==> config.mk <==
export PLATFORM = sky130hd
export DESIGN_NAME = hamming74_decode_pack
export DESIGN_NICKNAME = d
export VERILOG_FILES = /design/src/design/h74dp_pkg.sv /design/src/design/h74dp_decode.sv /design/src/design/hamming74_decode_pack.sv
export SDC_FILE = /design/constraint.sdc
export NUM_CORES = 1
export LEC_CHECK = 0
export BUFFER_PORTS_ARGS = -buffer_cell sky130_fd_sc_hd__buf_4
export CORE_ASPECT_RATIO = 0.6
export CORE_MARGIN = 5
export CORE_UTILIZATION = 27
export CTS_CLUSTER_DIAMETER = 150
export DETAILED_ROUTE_END_ITERATION = 6
export PLACE_DENSITY = 0.41
export SLEW_MARGIN = 20
export SYNTH_ARGS = -nofsm -noshare
export SYNTH_HDL_FRONTEND = slang
export SYNTH_SLANG_ARGS = --single-unit
==> constraint.sdc <==
create_clock -name clock -period 3.8 [get_ports clock]
set_clock_uncertainty 0.2 [all_clocks]
set_input_delay 0.19 -clock clock [delete_from_list [all_inputs] [get_ports clock]]
set_output_delay 0.19 -clock clock [all_outputs]
set_load 0.01 [all_outputs]
==> src/design/h74dp_pkg.sv <==
// ----------------------------------------------------------------------------
// h74dp_pkg
// Shared constants and types for the Hamming(7,4) decode and pack block.
// ----------------------------------------------------------------------------
package h74dp_pkg;

   localparam int CODE_WIDTH          = 7;
   localparam int NIBBLE_WIDTH        = 4;
   localparam int BYTE_WIDTH          = 8;
   localparam int ERRS_WIDTH          = 2;
   localparam int TOTAL_WIDTH         = 32;
   localparam int RSP_DATA_WIDTH      = 48;
   localparam int COUNT_WIDTH_DEFAULT = 32;

   // parity groups over positions 1..7 (bit0 is position 1)
   localparam logic [CODE_WIDTH-1:0] GROUP_P1 = 7'b1010101;
   localparam logic [CODE_WIDTH-1:0] GROUP_P2 = 7'b1100110;
   localparam logic [CODE_WIDTH-1:0] GROUP_P3 = 7'b1111000;

   typedef struct packed {
      logic [NIBBLE_WIDTH-1:0] nibble;
      logic                    err;
   } decode_type;

endpackage

==> src/design/h74dp_decode.sv <==
// ----------------------------------------------------------------------------
// h74dp_decode
// Syndrome, single-bit correction and data nibble extraction for one codeword.
// ----------------------------------------------------------------------------
module h74dp_decode (
   input  logic [h74dp_pkg::CODE_WIDTH-1:0] code,
   input  logic                             correct_en,
   output h74dp_pkg::decode_type            result
);
   import h74dp_pkg::*;

   logic [2:0]            syndrome;
   logic [CODE_WIDTH-1:0] flip;
   logic [CODE_WIDTH-1:0] fixed;

   assign syndrome = {^(code & GROUP_P3), ^(code & GROUP_P2), ^(code & GROUP_P1)};

   // syndrome names the position, 1-based
   assign flip  = (correct_en && (syndrome != 3'd0))
                  ? (CODE_WIDTH'(1) << (syndrome - 3'd1)) : '0;
   assign fixed = code ^ flip;

   assign result.nibble = {fixed[6], fixed[5], fixed[4], fixed[2]};
   assign result.err    = (syndrome != 3'd0);

endmodule

==> src/design/hamming74_decode_pack.sv <==
// ----------------------------------------------------------------------------
// hamming74_decode_pack
// Hamming(7,4) decoder that packs two data nibbles per output byte.
// ----------------------------------------------------------------------------
// Usage:
//   req_* carries one codeword per transaction (tdata[6:0], bit 7 ignored),
//   req_tlast marks the last codeword of a buffer. rsp_* returns one byte per
//   pair of codewords; an odd final codeword gives a byte with its nibble in
//   the upper half and zero below. rsp_tlast closes the buffer.
//   csr_* writes correct_enable (1 = correct single errors, 0 = detect only);
//   write it only while no transaction is in flight.
// Path: a codeword is registered at the input, then decoded and packed
//   into the output register; rsp_tvalid rises when the codeword that
//   completes the pair moves from the input register to the output register.
// Throughput: one codeword per cycle while the output is not stalled, set by
//   the single decode stage between the input register and the output register.
// Reset: clears the pending nibble, the error counter and both valid flags;
//   correct_enable returns to 1.
// Stall: while rsp_tready is low the output holds; the input register takes
//   one more codeword, and an unpaired first nibble still moves on to the
//   holding register, after which req_tready drops.
// ----------------------------------------------------------------------------
module hamming74_decode_pack #(
   parameter int COUNT_WIDTH = h74dp_pkg::COUNT_WIDTH_DEFAULT
) (
   input  logic                                  clock,
   input  logic                                  reset,
   input  logic                                  req_tvalid,
   output logic                                  req_tready,
   input  logic [h74dp_pkg::BYTE_WIDTH-1:0]      req_tdata,  // [7:0] code_word
   input  logic                                  req_tlast,  // last_item
   output logic                                  rsp_tvalid,
   input  logic                                  rsp_tready,
   // [7:0] data_byte, [9:8] nibble_errors, [41:10] error_total, rest zero
   output logic [h74dp_pkg::RSP_DATA_WIDTH-1:0]  rsp_tdata,
   output logic                                  rsp_tlast,  // last_out
   input  logic                                  csr_valid,
   output logic                                  csr_ready,
   input  logic                                  csr_data    // correct_enable
);
   import h74dp_pkg::*;

   localparam logic [COUNT_WIDTH-1:0] COUNT_MAX = '1;

   logic                    correct_en_ff;
   logic                    s1_valid_ff;
   logic [CODE_WIDTH-1:0]   s1_code_ff;
   logic                    s1_last_ff;
   logic [NIBBLE_WIDTH-1:0] held_nibble_ff;
   logic                    pend_ff;
   logic                    held_err_ff;
   logic [COUNT_WIDTH-1:0]  count_ff;
   logic [COUNT_WIDTH-1:0]  count_in;
   logic                    rsp_valid_ff;
   logic [BYTE_WIDTH-1:0]   data_byte_ff;
   logic [ERRS_WIDTH-1:0]   nib_errs_ff;
   logic [TOTAL_WIDTH-1:0]  total_ff;
   logic                    last_out_ff;

   decode_type              dec;
   logic                    produces;
   logic                    out_free;
   logic                    s1_fire;
   logic [63:0]             count_wide;

   h74dp_decode u_decode (
      .code       (s1_code_ff),
      .correct_en (correct_en_ff),
      .result     (dec)
   );

   assign produces   = pend_ff || s1_last_ff;
   assign out_free   = !rsp_valid_ff || rsp_tready;
   assign s1_fire    = s1_valid_ff && (!produces || out_free);
   assign req_tready = !s1_valid_ff || s1_fire;
   assign csr_ready  = 1'b1;

   assign count_in   = (s1_fire && dec.err && (count_ff != COUNT_MAX))
                       ? count_ff + COUNT_WIDTH'(1) : count_ff;
   assign count_wide = 64'(count_in);

   always_ff @(posedge clock) begin
      if (reset) begin
         correct_en_ff <= 1'b1;
         s1_valid_ff   <= 1'b0;
         pend_ff       <= 1'b0;
         held_nibble_ff <= '0;
         held_err_ff   <= 1'b0;
         count_ff      <= '0;
         rsp_valid_ff  <= 1'b0;
      end else begin
         if (csr_valid && csr_ready) begin
            correct_en_ff <= csr_data;
         end

         if (req_tvalid && req_tready) begin
            s1_valid_ff <= 1'b1;
         end else if (s1_fire) begin
            s1_valid_ff <= 1'b0;
         end

         count_ff <= count_in;

         if (s1_fire) begin
            if (pend_ff) begin
               pend_ff        <= 1'b0;
               held_nibble_ff <= '0;
               held_err_ff    <= 1'b0;
            end else if (!s1_last_ff) begin
               pend_ff        <= 1'b1;
               held_nibble_ff <= dec.nibble;
               held_err_ff    <= dec.err;
            end
         end

         if (s1_fire && produces) begin
            rsp_valid_ff <= 1'b1;
         end else if (rsp_tready) begin
            rsp_valid_ff <= 1'b0;
         end
      end
   end

   // payload registers
   always_ff @(posedge clock) begin
      if (req_tvalid && req_tready) begin
         s1_code_ff <= req_tdata[CODE_WIDTH-1:0];
         s1_last_ff <= req_tlast;
      end
      if (s1_fire && produces) begin
         if (pend_ff) begin
            data_byte_ff <= {held_nibble_ff, dec.nibble};
            nib_errs_ff  <= ERRS_WIDTH'(held_err_ff) + ERRS_WIDTH'(dec.err);
         end else begin
            data_byte_ff <= {dec.nibble, {NIBBLE_WIDTH{1'b0}}};
            nib_errs_ff  <= ERRS_WIDTH'(dec.err);
         end
         total_ff    <= count_wide[TOTAL_WIDTH-1:0];
         last_out_ff <= s1_last_ff;
      end
   end

   assign rsp_tvalid = rsp_valid_ff;
   assign rsp_tlast  = last_out_ff;
   assign rsp_tdata  = {{(RSP_DATA_WIDTH - BYTE_WIDTH - ERRS_WIDTH - TOTAL_WIDTH){1'b0}},
                        total_ff, nib_errs_ff, data_byte_ff};

   // error counter moves by at most one per cycle and never falls
   a_count_step: assert property (@(posedge clock) disable iff (reset)
      !$past(reset) |-> (count_ff == $past(count_ff)) ||
                        (count_ff == $past(count_ff) + COUNT_WIDTH'(1)))
      else $error("error counter stepped by more than one");

   // a codeword that completes a pair empties the holding register
   a_pair_clears: assert property (@(posedge clock) disable iff (reset)
      (s1_fire && pend_ff) |=> !pend_ff)
      else $error("holding register not cleared after pair");

   // a byte never counts more than two bad codewords
   a_errs_range: assert property (@(posedge clock) disable iff (reset)
      rsp_valid_ff |-> (nib_errs_ff != 2'd3))
      else $error("nibble error count out of range");

   // the decode stage never overwrites a result the receiver has not taken
   a_no_overrun: assert property (@(posedge clock) disable iff (reset)
      (rsp_valid_ff && !rsp_tready) |-> !(s1_fire && produces))
      else $error("output overwritten while stalled");

endmodule

==> impl_metrics.env <==
export IMPL_outcome="complete, no violations"
export IMPL_track_usage=0.107
export IMPL_core_area_mm2=0.0153
export IMPL_die_area_mm2=0.0182
export IMPL_dp_hpwl_um=6740
export IMPL_max_cap_viol_count=0
export IMPL_ys_warn_count=0
export IMPL_max_freq_mhz=305
export IMPL_cts_hold_buf=11
export IMPL_endpoint_kind="flip-flop"
export IMPL_drive_above_1_share=0.216
export IMPL_clk_insertion_delay_late_ps=340
export IMPL_portBuffers=58
export IMPL_path_clk_slew_ps=60
export IMPL_gp_congestion=0.776
export IMPL_nets=467
export IMPL_syn_cell_area_mm2=0.00420
export IMPL_reg2reg_depth=9
export IMPL_routedWlPerCell_um=14.2
export IMPL_design_portCount=67
export IMPL_initial_core_util=0.275
export IMPL_ctsResizeCount=0
export IMPL_hold_depth=3
export IMPL_min_path_type="in -> reg"
export IMPL_clock_path_buffers=2
export IMPL_avgSynthCellArea_um2=11.0
export IMPL_drtIter0Drc=151
export IMPL_cts_tree="built"
export IMPL_drc=0
export IMPL_dr_pass1_iters=4
export IMPL_antenna_found_initial=0
export IMPL_period_share=0.864
export IMPL_gr_total_overflow=0
export IMPL_min_period_ps=3280
export IMPL_cp_start_kind="flip-flop"
export IMPL_h_tree_depth=3
export IMPL_grt_pass1_wl_um=15100
export IMPL_rows=35
export IMPL_register_area_mm2=0.00235
export IMPL_grt_max_degree=56
export IMPL_leakagePower_nw=2.00
export IMPL_area_growth_pct=25.7
export IMPL_power_density_mw_per_mm2=447
export IMPL_cp_max_fo=13
export IMPL_synth_seq_cells=92
export IMPL_numClockSinks=92
export IMPL_seq_area_frac_synth=0.560
export IMPL_cts_inserted_buffers=9
export IMPL_ir_drop_mv=0.206
export IMPL_fp_dieW_um=171
export IMPL_vias=2951
export IMPL_path_class="reg -> reg"
export IMPL_chipHeight_um=107
export IMPL_grt_pass1_vias=2769
export IMPL_syn_inst=383
export IMPL_crit_arrival_ps=3310
export IMPL_rsz0062_at_grt="false"
export IMPL_yosysTopAreaCellShare=0.365
export IMPL_p_total_mw=2.36
export IMPL_setup_viol=0
export IMPL_root_buffer="clkbuf_16"
export IMPL_setup_slack_ps=517
export IMPL_cp_required_ps=3830
export IMPL_tightest_slew_ps=980
export IMPL_dp_slack_ps=521
export IMPL_cts_setup_buffers=0
export IMPL_slew_headroom=0.344
export IMPL_multi_input_area_mm2=0.00173
export IMPL_ant_nets=0
export IMPL_holdWs_ps=75.3
export IMPL_maxSlewViolCount=0
export IMPL_num_antenna_cells=0
export IMPL_drt_wl_total_um=9330
export IMPL_via_per_inst=4.50
export IMPL_synthTopCellsByArea="edfxtp_1, dfxtp_1, nor2b_1"
export IMPL_setup_tns_ps=0
export IMPL_synthDistinctLibCells=51
export IMPL_synth_top_cell_by_area="edfxtp_1"
export IMPL_nFillCells=1538
export IMPL_hold_viol_final=0
==> power breakdown <==
group / switching [mW] / total [mW] / internal [mW]
Clock: 0.362 / 1.07 / 0.705
Sequential: 0.0212 / 1.11 / 1.08
Combinational: 0.103 / 0.185 / 0.0824
==> final cells by class <==
cell class | instances | area share
Inverter | 9 | 0.00640
Timing Repair Buffer | 70 | 0.105
Clock buffer | 10 | 0.0434
Multi-Input combinational cell | 267 | 0.328
Sequential cell | 92 | 0.446
Tap cell | 203 | 0.0481
Clock inverter | 5 | 0.0237
==> cell usage in the layout (no fill, tap or decap), types with 3 or more instances in the layout <==
cell type       n
buf_4          59
edfxtp_1       51
dfxtp_1        41
nand2_1        35
nor2b_1        24
nor2_1         23
a21oi_1        21
xor2_1         17
o21ai_0        15
xnor2_1        13
nand3_1        12
or3_1          12
mux2_2         11
dlygate4sd3_1  11
nor3_1         10
inv_1           9
clkbuf_16       9
conb_1          7
nor4_1          6
nand4_1         5
and3_1          5
o31ai_1         4
or4_1           4
mux2_1          4
bufinv_16       4
or2_2           3
mux2i_1         3
or4_4           3
ha_1            3
==> sequential cells by signal (all words and copies together) (netlist names) <==
| register | cells |
|---|---|
| total_ff | 32 |
| pend_ff | 1 |
| s1_last_ff | 1 |
| data_byte_ff | 8 |
| correct_en_ff | 1 |
| s1_code_ff | 7 |
| held_err_ff | 1 |
| count_ff | 32 |
| s1_valid_ff | 1 |
| rsp_tvalid | 1 |
| held_nibble_ff | 4 |
| nib_errs_ff | 2 |
| rsp_tlast | 1 |
==> Yosys cell counts, drive strengths merged <==
master / instances
a22o: 1
and4: 2
or3: 12
edfxtp: 51
nor3: 11
o31ai: 5
and3: 5
or2: 3
nor4b: 1
a31oi: 1
mux2: 17
a22oi: 1
a21boi: 3
a311oi: 1
or4: 7
nand2b: 1
nor2b: 24
nand3: 12
a21oi: 21
nand2: 35
and2: 2
xnor2: 13
dfxtp: 41
ha: 3
nor2: 24
nor4: 6
o211ai: 2
a211o: 1
xor2: 17
buf: 14
o21ai: 16
clkbuf: 6
a21o: 1
mux2i: 3
conb: 2
a2111o: 1
o22ai: 1
nand4: 6
inv: 9
nor3b: 1
==> path summary, 6_finish.rpt <==
| path | from | to | slack [ps] |
|---|---|---|---|
| worst min register to register | held_nibble_ff[0] | held_nibble_ff[0] | 250 |
| worst max-delay path | s1_code_ff[5] | count_ff[28] | 520 |
| worst min-delay path | rsp_tready | rsp_tvalid | 80 |
| worst max register to register | s1_code_ff[5] | count_ff[28] | 520 |
==> metrics by stage <==
step	instance area (µm²)	util	cells
global placement	4810	0.315	630
floorplan	4220	-	388
global route	5280	0.345	656
CTS	5280	0.345	656
finish	5280	0.345	656
detailed placement	4810	0.315	630
==> per-layer routing <==
metal	up-vias	global-route usage	routed length, µm
li1	1486	-	-
met1	1392	0.164	5090
met2	65	0.143	3670
met3	8	0.0295	455
met4	0	0.0339	116
met5	-	0	0
==> critical path, stage by stage (launching register included) <==
cell	delay, ps
edfxtp_1	490
xor2_1	260
a21oi_1	170
nor2_1	60
ha_1	210
nor2b_1	190
a21boi_2	330
o211ai_1	450
nor3_1	430
mux2_2	380
==> logic make-up after synthesis <==
family / Yosys count / share of synthesized area
xor+xnor: 30 / 0.0626
flops: 92 / 0.560
compound gates: 55 / 0.0816
simple gates: 152 / 0.197
fa+ha+maj: 3 / 0.00894
other cells: 2 / 0.00179
buf+inv: 29 / 0.0337
mux: 20 / 0.0545
No activity file was read; power rests on OpenSTA's default activity.
